<file path="src/rtl/pmt_pkg.sv">
// Shared types and constants of the PS/2 mouse packet tracker.
// No dependencies.
`timescale 1ns / 1ps

package pmt_pkg;

  // Header byte fields
  localparam logic [7:0] HDR_SYNC_MASK = 8'h08;
  localparam logic [7:0] HDR_OVF_MASK  = 8'hC0;
  localparam logic [7:0] HDR_BTN_MASK  = 8'h07;
  localparam int unsigned HDR_XSIGN_BIT = 4;
  localparam int unsigned HDR_YSIGN_BIT = 5;

  // Configuration and cursor reset values
  localparam logic [11:0] X_LIMIT_RST = 12'd1023;
  localparam logic [11:0] Y_LIMIT_RST = 12'd767;
  localparam logic [11:0] POS_X_RST   = 12'd512;
  localparam logic [11:0] POS_Y_RST   = 12'd384;

  // Register indexes (address bit 2)
  localparam logic REG_X_LIMIT = 1'b0;
  localparam logic REG_Y_LIMIT = 1'b1;

  // Packets buffered between front and back
  localparam int unsigned QUEUE_DEPTH = 2;

  typedef struct packed {
    logic [7:0] header;
    logic [7:0] x_move;
    logic [7:0] y_move;
  } packet_t;

endpackage

</file>
<file path="src/rtl/pmt_if.sv">
// Valid/ready channels of the PS/2 mouse packet tracker.
// No dependencies.
`timescale 1ns / 1ps

interface pmt_byte_if;
  logic       valid;
  logic       ready;
  logic [7:0] rx_byte;

  modport source (output valid, output rx_byte, input ready);
  modport sink   (input valid, input rx_byte, output ready);
endinterface

interface pmt_result_if;
  logic               valid;
  logic               ready;
  logic        [11:0] cursor_x;
  logic        [11:0] cursor_y;
  logic        [2:0]  button_bits;
  logic signed [8:0]  delta_x;
  logic signed [8:0]  delta_y;
  logic        [31:0] packets_seen;

  modport source (output valid, output cursor_x, output cursor_y, output button_bits,
                  output delta_x, output delta_y, output packets_seen, input ready);
  modport sink   (input valid, input cursor_x, input cursor_y, input button_bits,
                  input delta_x, input delta_y, input packets_seen, output ready);
endinterface

</file>
<file path="src/rtl/pmt_front.sv">
// Front end: byte framing, header sync and overflow filtering.
// Depends on pmt_pkg; pushes complete packets into pmt_queue.
`timescale 1ns / 1ps

module pmt_front
  import pmt_pkg::*;
(
  input  logic       clk_i,
  input  logic       rst_ni,
  input  logic       byte_valid_i,
  input  logic [7:0] byte_data_i,
  output logic       byte_ready_o,
  input  logic       queue_full_i,
  output logic       push_o,
  output packet_t    push_pkt_o
);

  typedef enum logic [1:0] {
    SLOT_HDR = 2'd0,
    SLOT_X   = 2'd1,
    SLOT_Y   = 2'd2
  } slot_e;

  slot_e      slot_q, slot_d;
  logic [7:0] hdr_q, hdr_d;
  logic [7:0] xmv_q, xmv_d;
  logic       take;

  // Only the closing byte of a packet needs room in the queue.
  assign byte_ready_o = !(slot_q == SLOT_Y && queue_full_i);
  assign take         = byte_valid_i && byte_ready_o;

  assign push_pkt_o = '{header: hdr_q, x_move: xmv_q, y_move: byte_data_i};

  always_comb begin
    slot_d = slot_q;
    hdr_d  = hdr_q;
    xmv_d  = xmv_q;
    push_o = 1'b0;
    if (take) begin
      case (slot_q)
        SLOT_X: begin
          xmv_d  = byte_data_i;
          slot_d = SLOT_Y;
        end
        SLOT_Y: begin
          slot_d = SLOT_HDR;
          push_o = (hdr_q & HDR_OVF_MASK) == 8'h00;
        end
        default: begin
          // resync: a header must carry the always-one bit
          if ((byte_data_i & HDR_SYNC_MASK) != 8'h00) begin
            hdr_d  = byte_data_i;
            slot_d = SLOT_X;
          end else begin
            slot_d = SLOT_HDR;
          end
        end
      endcase
    end
  end

  always_ff @(posedge clk_i or negedge rst_ni) begin
    if (!rst_ni) begin
      slot_q <= SLOT_HDR;
      hdr_q  <= 8'h00;
      xmv_q  <= 8'h00;
    end else begin
      slot_q <= slot_d;
      hdr_q  <= hdr_d;
      xmv_q  <= xmv_d;
    end
  end

endmodule

</file>
<file path="src/rtl/pmt_queue.sv">
// Short packet queue between front and back ends.
// Depends on pmt_pkg (packet_t, QUEUE_DEPTH).
`timescale 1ns / 1ps

module pmt_queue
  import pmt_pkg::*;
(
  input  logic    clk_i,
  input  logic    rst_ni,
  input  logic    push_i,
  input  packet_t push_pkt_i,
  output logic    full_o,
  input  logic    pop_i,
  output logic    nonempty_o,
  output packet_t head_o
);

  localparam int unsigned PtrW = (QUEUE_DEPTH > 1) ? $clog2(QUEUE_DEPTH) : 1;
  localparam int unsigned CntW = $clog2(QUEUE_DEPTH + 1);
  localparam logic [PtrW-1:0] LastPtr = PtrW'(QUEUE_DEPTH - 1);

  packet_t             mem_q [QUEUE_DEPTH];
  logic [PtrW-1:0]     wr_ptr_q, rd_ptr_q;
  logic [CntW-1:0]     cnt_q;
  logic                do_push, do_pop;

  assign full_o     = cnt_q == CntW'(QUEUE_DEPTH);
  assign nonempty_o = cnt_q != '0;
  assign head_o     = mem_q[rd_ptr_q];
  assign do_push    = push_i && !full_o;
  assign do_pop     = pop_i && nonempty_o;

  always_ff @(posedge clk_i) begin
    if (do_push) begin
      mem_q[wr_ptr_q] <= push_pkt_i;
    end
  end

  always_ff @(posedge clk_i or negedge rst_ni) begin
    if (!rst_ni) begin
      wr_ptr_q <= '0;
      rd_ptr_q <= '0;
      cnt_q    <= '0;
    end else begin
      if (do_push) begin
        wr_ptr_q <= (wr_ptr_q == LastPtr) ? '0 : wr_ptr_q + 1'b1;
      end
      if (do_pop) begin
        rd_ptr_q <= (rd_ptr_q == LastPtr) ? '0 : rd_ptr_q + 1'b1;
      end
      if (do_push && !do_pop) begin
        cnt_q <= cnt_q + 1'b1;
      end else if (do_pop && !do_push) begin
        cnt_q <= cnt_q - 1'b1;
      end
    end
  end

endmodule

</file>
<file path="src/rtl/pmt_back.sv">
// Back end: cursor update with clamping, packet count and result register.
// Depends on pmt_pkg; pops packets from pmt_queue.
`timescale 1ns / 1ps

module pmt_back
  import pmt_pkg::*;
#(
  parameter int unsigned COUNT_BITS = 32
) (
  input  logic               clk_i,
  input  logic               rst_ni,
  input  logic [11:0]        x_limit_i,
  input  logic [11:0]        y_limit_i,
  input  logic               pkt_valid_i,
  input  packet_t            pkt_i,
  output logic               pop_o,
  output logic               res_valid_o,
  input  logic               res_ready_i,
  output logic [11:0]        cursor_x_o,
  output logic [11:0]        cursor_y_o,
  output logic [2:0]         button_bits_o,
  output logic signed [8:0]  delta_x_o,
  output logic signed [8:0]  delta_y_o,
  output logic [31:0]        packets_seen_o
);

  logic                  valid_q;
  logic [11:0]           pos_x_q, pos_y_q, pos_x_d, pos_y_d;
  logic [COUNT_BITS-1:0] count_q;
  logic [2:0]            btn_q;
  logic signed [8:0]     dx_q, dy_q, dx, dy;
  logic signed [13:0]    sum_x, sum_y;
  logic [2:0]            btn_byte;
  logic                  load;

  function automatic logic [11:0] clamp(input logic signed [13:0] v, input logic [11:0] lim);
    logic [11:0] r;
    if (v < 0) begin
      r = 12'd0;
    end else if (v[12:0] > {1'b0, lim}) begin
      r = lim;
    end else begin
      r = v[11:0];
    end
    return r;
  endfunction

  assign load  = pkt_valid_i && (!valid_q || res_ready_i);
  assign pop_o = load;

  assign dx       = $signed({pkt_i.header[HDR_XSIGN_BIT], pkt_i.x_move});
  assign dy       = $signed({pkt_i.header[HDR_YSIGN_BIT], pkt_i.y_move});
  assign sum_x    = $signed({2'b00, pos_x_q}) + 14'(dx);
  assign sum_y    = $signed({2'b00, pos_y_q}) - 14'(dy);
  assign pos_x_d  = clamp(sum_x, x_limit_i);
  assign pos_y_d  = clamp(sum_y, y_limit_i);
  assign btn_byte = pkt_i.header[2:0] & HDR_BTN_MASK[2:0];

  always_ff @(posedge clk_i or negedge rst_ni) begin
    if (!rst_ni) begin
      valid_q <= 1'b0;
      pos_x_q <= POS_X_RST;
      pos_y_q <= POS_Y_RST;
      count_q <= '0;
    end else begin
      if (load) begin
        valid_q <= 1'b1;
        pos_x_q <= pos_x_d;
        pos_y_q <= pos_y_d;
        count_q <= count_q + 1'b1;
      end else if (res_ready_i) begin
        valid_q <= 1'b0;
      end
    end
  end

  always_ff @(posedge clk_i) begin
    if (load) begin
      btn_q <= btn_byte;
      dx_q  <= dx;
      dy_q  <= dy;
    end
  end

  assign res_valid_o    = valid_q;
  assign cursor_x_o     = pos_x_q;
  assign cursor_y_o     = pos_y_q;
  assign button_bits_o  = btn_q;
  assign delta_x_o      = dx_q;
  assign delta_y_o      = dy_q;
  assign packets_seen_o = 32'(count_q);

endmodule

</file>
<file path="src/rtl/ps2_mouse_packet_tracker.sv">
// PS/2 mouse packet tracker: takes one mouse byte per cycle and delivers one cursor
// result per valid three-byte packet. A byte is accepted every cycle; only the third
// byte of a packet waits, and only when the two-entry packet queue between the framing
// front end and the cursor back end is full. Each packet is written to the queue, then its
// result to an output register that holds it until taken; the back end retires one packet
// per cycle when that register is free. Limits are written over APB at 0x0 (x) and 0x4 (y).
// Depends on pmt_pkg, pmt_if, pmt_front, pmt_queue and pmt_back.
`timescale 1ns / 1ps

module ps2_mouse_packet_tracker
  import pmt_pkg::*;
#(
  parameter int unsigned COUNT_BITS = 32
) (
  input  logic          clk_i,
  input  logic          rst_ni,
  pmt_byte_if.sink      byte_i,
  pmt_result_if.source  result_o,
  input  logic          psel,
  input  logic          penable,
  input  logic          pwrite,
  input  logic [2:0]    paddr,
  input  logic [31:0]   pwdata,
  output logic [31:0]   prdata,
  output logic          pready
);

  logic [11:0] x_limit_q, y_limit_q;
  logic        cfg_wr;
  logic        push, queue_full, pop, pkt_valid;
  packet_t     push_pkt, head_pkt;

  assign pready = 1'b1;
  assign cfg_wr = psel && penable && pwrite;

  always_ff @(posedge clk_i or negedge rst_ni) begin
    if (!rst_ni) begin
      x_limit_q <= X_LIMIT_RST;
      y_limit_q <= Y_LIMIT_RST;
    end else if (cfg_wr) begin
      if (paddr[2] == REG_X_LIMIT) begin
        x_limit_q <= pwdata[11:0];
      end else begin
        y_limit_q <= pwdata[11:0];
      end
    end
  end

  assign prdata = (paddr[2] == REG_Y_LIMIT) ? {20'd0, y_limit_q} : {20'd0, x_limit_q};

  pmt_front u_front (
    .clk_i        (clk_i),
    .rst_ni       (rst_ni),
    .byte_valid_i (byte_i.valid),
    .byte_data_i  (byte_i.rx_byte),
    .byte_ready_o (byte_i.ready),
    .queue_full_i (queue_full),
    .push_o       (push),
    .push_pkt_o   (push_pkt)
  );

  pmt_queue u_queue (
    .clk_i      (clk_i),
    .rst_ni     (rst_ni),
    .push_i     (push),
    .push_pkt_i (push_pkt),
    .full_o     (queue_full),
    .pop_i      (pop),
    .nonempty_o (pkt_valid),
    .head_o     (head_pkt)
  );

  pmt_back #(
    .COUNT_BITS (COUNT_BITS)
  ) u_back (
    .clk_i          (clk_i),
    .rst_ni         (rst_ni),
    .x_limit_i      (x_limit_q),
    .y_limit_i      (y_limit_q),
    .pkt_valid_i    (pkt_valid),
    .pkt_i          (head_pkt),
    .pop_o          (pop),
    .res_valid_o    (result_o.valid),
    .res_ready_i    (result_o.ready),
    .cursor_x_o     (result_o.cursor_x),
    .cursor_y_o     (result_o.cursor_y),
    .button_bits_o  (result_o.button_bits),
    .delta_x_o      (result_o.delta_x),
    .delta_y_o      (result_o.delta_y),
    .packets_seen_o (result_o.packets_seen)
  );

endmodule

</file>
<file path="src/flat_wrapper.sv">
// flat-port wrapper written by rule: the top's interface ports become plain ports
module ps2_mouse_packet_tracker_flat import pmt_pkg::*;
#(
  parameter int unsigned COUNT_BITS = 32
)
  (clk_i, rst_ni, psel, penable, pwrite, paddr, pwdata, prdata, pready, byte_i_valid, byte_i_rx_byte, byte_i_ready, result_o_valid, result_o_cursor_x, result_o_cursor_y, result_o_button_bits, result_o_delta_x, result_o_delta_y, result_o_packets_seen, result_o_ready);
  pmt_byte_if byte_i_i ();
  pmt_result_if result_o_i ();
  input  logic clk_i;
  input  logic rst_ni;
  input  logic psel;
  input  logic penable;
  input  logic pwrite;
  input  logic [2:0] paddr;
  input  logic [31:0] pwdata;
  output logic [31:0] prdata;
  output logic pready;
  input wire logic [$bits(byte_i_i.valid)-1:0] byte_i_valid;
  input wire logic [$bits(byte_i_i.rx_byte)-1:0] byte_i_rx_byte;
  output wire logic [$bits(byte_i_i.ready)-1:0] byte_i_ready;
  output wire logic [$bits(result_o_i.valid)-1:0] result_o_valid;
  output wire logic [$bits(result_o_i.cursor_x)-1:0] result_o_cursor_x;
  output wire logic [$bits(result_o_i.cursor_y)-1:0] result_o_cursor_y;
  output wire logic [$bits(result_o_i.button_bits)-1:0] result_o_button_bits;
  output wire logic [$bits(result_o_i.delta_x)-1:0] result_o_delta_x;
  output wire logic [$bits(result_o_i.delta_y)-1:0] result_o_delta_y;
  output wire logic [$bits(result_o_i.packets_seen)-1:0] result_o_packets_seen;
  input wire logic [$bits(result_o_i.ready)-1:0] result_o_ready;
  assign byte_i_i.valid = byte_i_valid;
  assign byte_i_i.rx_byte = byte_i_rx_byte;
  assign byte_i_ready = byte_i_i.ready;
  assign result_o_valid = result_o_i.valid;
  assign result_o_cursor_x = result_o_i.cursor_x;
  assign result_o_cursor_y = result_o_i.cursor_y;
  assign result_o_button_bits = result_o_i.button_bits;
  assign result_o_delta_x = result_o_i.delta_x;
  assign result_o_delta_y = result_o_i.delta_y;
  assign result_o_packets_seen = result_o_i.packets_seen;
  assign result_o_i.ready = result_o_ready;
  ps2_mouse_packet_tracker #(.COUNT_BITS(COUNT_BITS)) u_core (.clk_i(clk_i), .rst_ni(rst_ni), .byte_i(byte_i_i), .result_o(result_o_i), .psel(psel), .penable(penable), .pwrite(pwrite), .paddr(paddr), .pwdata(pwdata), .prdata(prdata), .pready(pready));
endmodule
</file>
<file path="config.mk">
export PLATFORM = sky130hd
export DESIGN_NAME = ps2_mouse_packet_tracker_flat
export DESIGN_NICKNAME = d
export VERILOG_FILES = /design/src/rtl/pmt_pkg.sv /design/src/rtl/pmt_if.sv /design/src/rtl/pmt_front.sv /design/src/rtl/pmt_queue.sv /design/src/rtl/pmt_back.sv /design/src/rtl/ps2_mouse_packet_tracker.sv /design/src/flat_wrapper.sv
export SDC_FILE = /design/constraint.sdc
export NUM_CORES = 1
export LEC_CHECK = 0
export BUFFER_PORTS_ARGS = -buffer_cell sky130_fd_sc_hd__buf_2
export CORE_UTILIZATION = 39
export DETAILED_ROUTE_END_ITERATION = 6
export SLEW_MARGIN = 5
export SYNTH_ARGS = -nofsm -noshare
export SYNTH_HDL_FRONTEND = slang
export SYNTH_SLANG_ARGS = --single-unit
</file>
<file path="constraint.sdc">
create_clock -name clk_i -period 5.6 [get_ports clk_i]
set_clock_uncertainty 0.05 [all_clocks]
set_input_delay 0.84 -clock clk_i [delete_from_list [all_inputs] [get_ports clk_i]]
set_output_delay 0.84 -clock clk_i [all_outputs]
set_load 0.01 [all_outputs]
</file>
==> results of run 1 <==
-- cell families (layout without fill, tap and decap cells) --
family	Yosys count	after routing	synth area share, %
AO/OA/AOI/OAI	104	104	8.27
XOR/XNOR	55	55	5.64
adder cells (fa/ha/maj)	57	57	8.52
buffers and inverters	84	206	4.82
flip-flops	165	165	52.3
multiplexers	86	86	10.9
other	2	21	0.0879
AND/OR/NAND/NOR	160	160	9.43
-- worst min-delay path by stage --
stage	slack [ns]	end
global route	0.44	u_core.u_queue.mem_q[1][10]
CTS	0.42	u_core.u_queue.mem_q[1][10]
global placement	0.40	u_core.u_queue.mem_q[1][17]
floorplan	0.39	u_core.u_queue.mem_q[0][10]
finish	0.42	u_core.u_queue.mem_q[1][10]
detailed placement	0.40	u_core.u_queue.mem_q[0][11]
-- metrics by stage --
step	util, %	power, mW	hold slack (ns)	cell area, um^2
2_1_floorplan	-	3.67	0.387	8620
3_3_place_gp	44.2	4.30	0.397	9390
3_5_place_dp	44.2	4.33	0.403	9390
4_1_cts	47.2	5.59	0.418	10000
5_1_grt	47.2	5.96	0.435	10000
6_report	47.2	5.54	0.416	10000
-- worst max-delay path, stage by stage (launching register included) --
cell and delay [ns]:
dfrtp_1 0.57, buf_4 0.34, mux2i_1 0.32, inv_1 0.22, ha_1 0.38, and2_1 0.17, o21ai_0 0.18, o21ai_2 0.11
nor2_1 0.13, xnor2_1 0.16, ha_1 0.28, a21o_1 0.16, a21oi_1 0.20, o211ai_1 0.12, a21oi_1 0.17, o21ai_0 0.13
mux2i_2 0.33, buf_4 0.28, mux2i_1 0.25, o21ai_1 0.08
-- final cells by class --
| class | instances | area, um^2 | area share (%) |
|---|---|---|---|
| Inverter | 48 | 180 | 1.80 |
| Clock inverter | 15 | 204 | 2.04 |
| Multi-Input combinational cell | 483 | 3740 | 37.3 |
| Clock buffer | 17 | 425 | 4.25 |
| Tap cell | 275 | 344 | 3.44 |
| Timing Repair Buffer | 126 | 653 | 6.52 |
| Sequential cell | 165 | 4470 | 44.7 |
-- layer usage --
metal	up-vias	global-route usage, %	part of all wire, %
li1	2747	-	-
met1	2619	24.2	48
met2	95	26.5	47
met3	15	3.57	3.7
met4	0	4.85	1.0
met5	-	0	0
-- flip-flops by register name, indices dropped and copies added, names as in the netlist --
signal,flops
u_core.u_queue.cnt_q,2
u_core.u_back.cursor_y_o,12
u_core.u_queue.rd_ptr_q,1
u_core.u_back.cursor_x_o,12
u_core.y_limit_q,12
u_core.u_back.res_valid_o,1
u_core.u_front.xmv_q,8
u_core.u_front.slot_q,2
u_core.u_queue.wr_ptr_q,1
u_core.u_front.hdr_q,7
u_core.x_limit_q,12
u_core.u_back.delta_y_o,9
u_core.u_back.packets_seen_o,32
u_core.u_queue.mem_q,42
u_core.u_back.button_bits_o,3
u_core.u_back.delta_x_o,9
-- cell usage after synthesis (all sizes together), types with 2 or more instances --
cell type   n
nand2      60
o31a        2
nor2       32
a21o        4
nand4      14
a21oi      19
or2         2
dfstp      22
edfxtp     63
o31ai       2
ha         55
o22ai       5
or3         4
nand2b      3
nor2b       6
clkbuf      7
and4        4
mux2i      35
o21a        8
xnor2      46
conb        2
mux2       51
fa          2
dfrtp      80
o211ai      5
nor4        2
inv        48
nor3        7
buf        29
a211oi      3
and2        3
nand3      16
xor2        9
o21ai      45
and3        5
o41ai       2
-- power by group through the flow --
stage	logic [mW]	clock network, mW	registers [mW]
after floorplan	1.82	0	1.85
after CTS	2.49	1.27	1.83
after global routing	2.76	1.32	1.87
final	2.46	1.25	1.83
after global placement	2.45	0	1.85
after detailed placement	2.47	0	1.85
==> impl_metrics.json, run 1 <==
{
  "post-place-ws_ns": 0.842,
  "drc": 0,
  "rr_startpoint": "u_core.u_queue.rd_ptr_q",
  "async_flop_share_pct": 61.8,
  "grt_overflow": 0,
  "finalWirelength_um": 18700,
  "cts-root-to-sink-buffers": 2,
  "grt_pass1_wl_um": 28600,
  "yosys-top-cells-area": "dfrtp_1 (23%), edfxtp_1 (22%), ha_1 (8.1%)",
  "instances_no_fill": 1129,
  "fin_tns_setup_ns": 0,
  "synth-main-ff-cell": "dfrtp_1",
  "maxCapViolations": 0,
  "power_frac_seq_pct": 33.0,
  "cp.required_ns": 5.85,
  "dpl.hpwl_um": 13700,
  "antenna_found_initial": 0,
  "die_w_um": 150,
  "cts_buffers": 17,
  "crit_arrival_ns": 5.03,
  "hold_path_class": "register to register",
  "vdd_ir_drop_max_mv": 0.206,
  "fillers": 1989,
  "boundaryPins": 162,
  "layout_setup_ws_ns": 0.825,
  "final_common_cell": "buf_2",
  "synth_cell_types": 62,
  "p_leak_nw": 4.57,
  "via_count": 5476,
  "r2r_cells": 19,
  "cts_resized": 0,
  "cp-end-kind": "register",
  "yosysTopAreaCell": "dfrtp_1",
  "r2r-end": "u_core.u_back.cursor_x_o[7]",
  "p_int_mw": 3.41,
  "cts_root_buf": "clkbuf_16",
  "gp_congestion": 0.832,
  "grt_pass1_vias": 5176,
  "diodes": 0,
  "endpoint": "u_core.u_back.cursor_x_o[7]",
  "ys_seq_area_share_pct": 52.3,
  "hold_start": "u_core.u_front.xmv_q[2]",
  "worst-path-max-fanout": 14,
  "postCtsSetupRepairBufs": 0,
  "final_nets": 948,
  "cts.clk_slew.worst_paths_ns": 0.07,
  "max-slew-margin-rel_pct": 25.1,
  "cts_sinks": 165,
  "synthCells": 713,
  "worst_slew_pin_slew_ns": 1.12,
  "finalCritPeriodShare_pct": 85.3,
  "min_path_cells": 0,
  "dieArea_um2": 22500,
  "grt_use_total_pct": 17.1,
  "start_util_pct": 40.3,
  "final-setup-viol-count": 0,
  "dp.cells": 1097,
  "most-common-layout-cells": "buf_2 (117), dfrtp_1 (80), edfxtp_1 (63)",
  "p_per_area_nw_per_um2": 553,
  "fp.dieH_um": 150,
  "numPortBuffers": 118,
  "rows": 53,
  "synth_seq_cells": 165,
  "avgSynthCellArea_um2": 12.0,
  "cts_hold_buffers": 0,
  "slew_violations": 0,
  "htreeDepth": 4,
  "grt_max_degree": 62,
  "cts_tree": "yes",
  "worstSetupPathType": "register to register",
  "p_clk_share_pct": 22.5,
  "drt_pass1_iterations": 5,
  "drtIter0Drc": 241,
  "wl_per_cell_um": 16.5,
  "area_growth_pct": 17.2,
  "p_sw_share_pct": 38.4,
  "status": "complete, no violations",
  "synth_edf_count": 63,
  "ant_nets": 0,
  "cp-start-kind": "register",
  "rsz0062_at_grt": "no",
  "switching_power_mw": 2.13,
  "synth_warnings": 0,
  "crit_start": "u_core.u_queue.rd_ptr_q",
  "period_minus_slack_ns": 4.78,
  "rrSetupSlack_ns": 0.82,
  "pwr-share-comb_pct": 44.5,
  "syn-cell-area_um2": 8550,
  "final-hold-violation-count": 0,
  "max_freq_mhz": 209,
  "clk-insertion-delay-late_ns": 0.43,
  "drive_above_1_share_pct": 29.9,
  "core_um2": 21200,
  "detail_route.vias_per_cell": 4.85,
  "synthDominantCellAreaShare_pct": 23.4
}
(Power assumes the default switching activity.)
==> run 2, diff against run 1 <==
==> constraint.sdc (replaced) <==
create_clock -name clk_i -period 4.1 [get_ports clk_i]
set_clock_uncertainty 0.05 [all_clocks]
set_input_delay 0.615 -clock clk_i [delete_from_list [all_inputs] [get_ports clk_i]]
set_output_delay 0.615 -clock clk_i [all_outputs]
set_load 0.01 [all_outputs]
==> run 2 against run 1 <==
Compared with the run above:
- the run now ends with setup timing left
- die area is the same
- clock power is 22% higher
- wire length up 5.5%
- critical path type unchanged
- largest cell class unchanged
==> impl_metrics.json, run 2 (synthesis results as in run 1) <==
{
  "status": "finished, violations left",
  "violations": "setup timing",
  "rsz0062_at_grt": "yes",
  "post-place-ws_ns": -0.225,
  "dpl.hpwl_um": 14100,
  "numPortBuffers": 118,
  "p_int_mw": 5.37,
  "period_minus_slack_ns": 4.25,
  "drc": 0,
  "multiInputGateArea_um2": 4100,
  "grt_pass1_wl_um": 30600,
  "hold_path_class": "input port to asynchronous set/reset pin",
  "endpoint": "u_core.u_back.cursor_y_o[1]",
  "finalWirelength_um": 19700,
  "crit_start": "u_core.u_queue.rd_ptr_q",
  "clk-insertion-delay-late_ns": 0.43,
  "fillers": 1930,
  "largest_register_ffs": 42,
  "htreeDepth": 4,
  "max-slew-margin-rel_pct": 34.6,
  "drt_pass1_iterations": 4,
  "dieArea_um2": 22500,
  "layout_setup_ws_ns": -0.149,
  "cts_root_buf": "clkbuf_16",
  "diodes": 0,
  "cts-root-to-sink-buffers": 2,
  "final_common_cell": "buf_2",
  "drtIter0Drc": 272,
  "switching_power_mw": 3.27,
  "antenna_found_initial": 0,
  "regMostFlops": "u_core.u_queue.mem_q",
  "final-hold-violation-count": 0,
  "grt_pass1_vias": 5794,
  "p_per_area_nw_per_um2": 796,
  "grt_overflow": 0,
  "drive_above_1_share_pct": 39.9,
  "gp_congestion": 0.832,
  "max_freq_mhz": 235,
  "wl_per_cell_um": 16.5,
  "detail_route.vias_per_cell": 4.93,
  "slew_violations": 0,
  "core_um2": 21200,
  "ant_nets": 0,
  "power_frac_seq_pct": 28.9,
  "boundaryPins": 162,
  "placed_area_um2": 9810,
  "cp-end-kind": "register",
  "cp.required_ns": 4.33,
  "rr_startpoint": "u_core.u_queue.rd_ptr_q",
  "cts_buffers": 17,
  "vdd_ir_drop_max_mv": 0.360,
  "p_sw_share_pct": 37.9,
  "p_clk_share_pct": 17.6,
  "r2r_cells": 19,
  "worst-path-max-fanout": 8,
  "via_count": 5893,
  "cts_tree": "yes",
  "cts.clk_slew.worst_paths_ns": 0.07,
  "rrSetupSlack_ns": -0.15,
  "final-setup-viol-count": 24,
  "rows": 53,
  "maxCapViolations": 0,
  "grt_max_degree": 55,
  "cts_sinks": 165,
  "grt_use_total_pct": 18.1,
  "p_total_mw": 8.65,
  "most-common-layout-cells": "buf_2 (117), dfrtp_1 (80), buf_4 (67)",
  "area_growth_pct": 27.1,
  "pwr-share-comb_pct": 53.5,
  "r2r-end": "u_core.u_back.cursor_y_o[1]",
  "p_leak_nw": 4.97,
  "finalCritPeriodShare_pct": 104,
  "die_w_um": 150,
  "worst_slew_pin_slew_ns": 0.981,
  "cp-start-kind": "register",
  "final_nets": 1014,
  "worstSetupPathType": "register to register",
  "seq_area_um2": 4470,
  "cts_hold_buffers": 0,
  "crit_arrival_ns": 4.47,
  "fp.dieH_um": 150,
  "stdcell_area_um2": 10900,
  "start_util_pct": 40.3
}
==> run 2: cell count changes in the layout (fill, tap and decap cells not counted), sizes merged <==
cell / change
inv: -1
clkinvlp: +1
clkinv: -2
clkbuf: +5
bufinv: -2
buf: +65
==> run 2: metal layers <==
metal / global-route usage (%) / vias to the layer above / part of all wire [%]
met2: 29.7 / 105 / 48
met1: 23.6 / 2879 / 46
met5: 0 / - / 0
li1: - / 2882 / -
met3: 4.12 / 27 / 3.8
met4: 5.81 / 0 / 1.9
==> run 2: layout make-up <==
type,count,share of cell area [%]
Timing Repair Buffer,192,11.2
Clock buffer,21,4.25
Multi-Input combinational cell,483,37.7
Clock inverter,11,0.818
Sequential cell,165,41.2
Inverter,48,1.66
Tap cell,275,3.17
==> run 2: critical path, stage by stage (launching register included) <==
cell and delay, ns:
dfrtp_1 0.41, buf_12 0.16, buf_6 0.12, mux2i_4 0.18
ha_1 0.30, nor2b_4 0.13, o31a_1 0.31, o221a_4 0.25
o311ai_4 0.29, a21boi_2 0.11, xnor2_2 0.16, ha_1 0.32
nand3_2 0.12, o31ai_4 0.31, o21ai_2 0.11, mux2i_2 0.17
buf_4 0.16, buf_12 0.14, mux2i_1 0.20, o22ai_1 0.10
==> run 2: through the flow <==
stage	util, %	hold WS [ns]	instances	TNS [ns]
global placement	46.2	0.393	1146	-2.45
finish	51.2	0.173	1195	-2.04
global route	51.2	0.215	1195	-7.42
floorplan	-	0.269	732	-0.0792
CTS	50.4	0.188	1189	-2.00
detailed placement	46.2	0.400	1146	-3.14
==> run 2: repair_timing <==
action                                  CTS  global route
cloned                                    1             0
pin swaps                                20            22
gates resized for setup                  45            26
endpoints found under the setup margin   24            24
setup buffers                            10             6
==> run 2: worst min-delay path by stage <==
stage / startpoint / to / slack [ns] / cells after the start
3_5_place_dp: u_core.u_front.hdr_q[1] / u_core.u_queue.mem_q[1][17] / 0.40 / 0
5_1_grt: rst_ni / u_core.u_back.cursor_x_o[6] / 0.22 / 1
3_3_place_gp: u_core.u_front.xmv_q[0] / u_core.u_queue.mem_q[0][8] / 0.39 / 0
6_report: rst_ni / u_core.u_back.cursor_x_o[7] / 0.17 / 1
4_1_cts: rst_ni / u_core.u_back.cursor_x_o[6] / 0.19 / 1
2_1_floorplan: rst_ni / u_core.u_back.cursor_x_o[0] / 0.27 / 0
==> run 2: power groups by stage <==
| stage | registers (mW) | logic, mW | clock network (mW) |
|---|---|---|---|
| after global routing | 2.55 | 5.07 | 1.63 |
| after global placement | 2.52 | 3.73 | 0 |
| after CTS | 2.50 | 4.35 | 1.55 |
| final | 2.50 | 4.62 | 1.52 |
| after floorplan | 2.52 | 2.54 | 0 |
| after detailed placement | 2.52 | 3.77 | 0 |
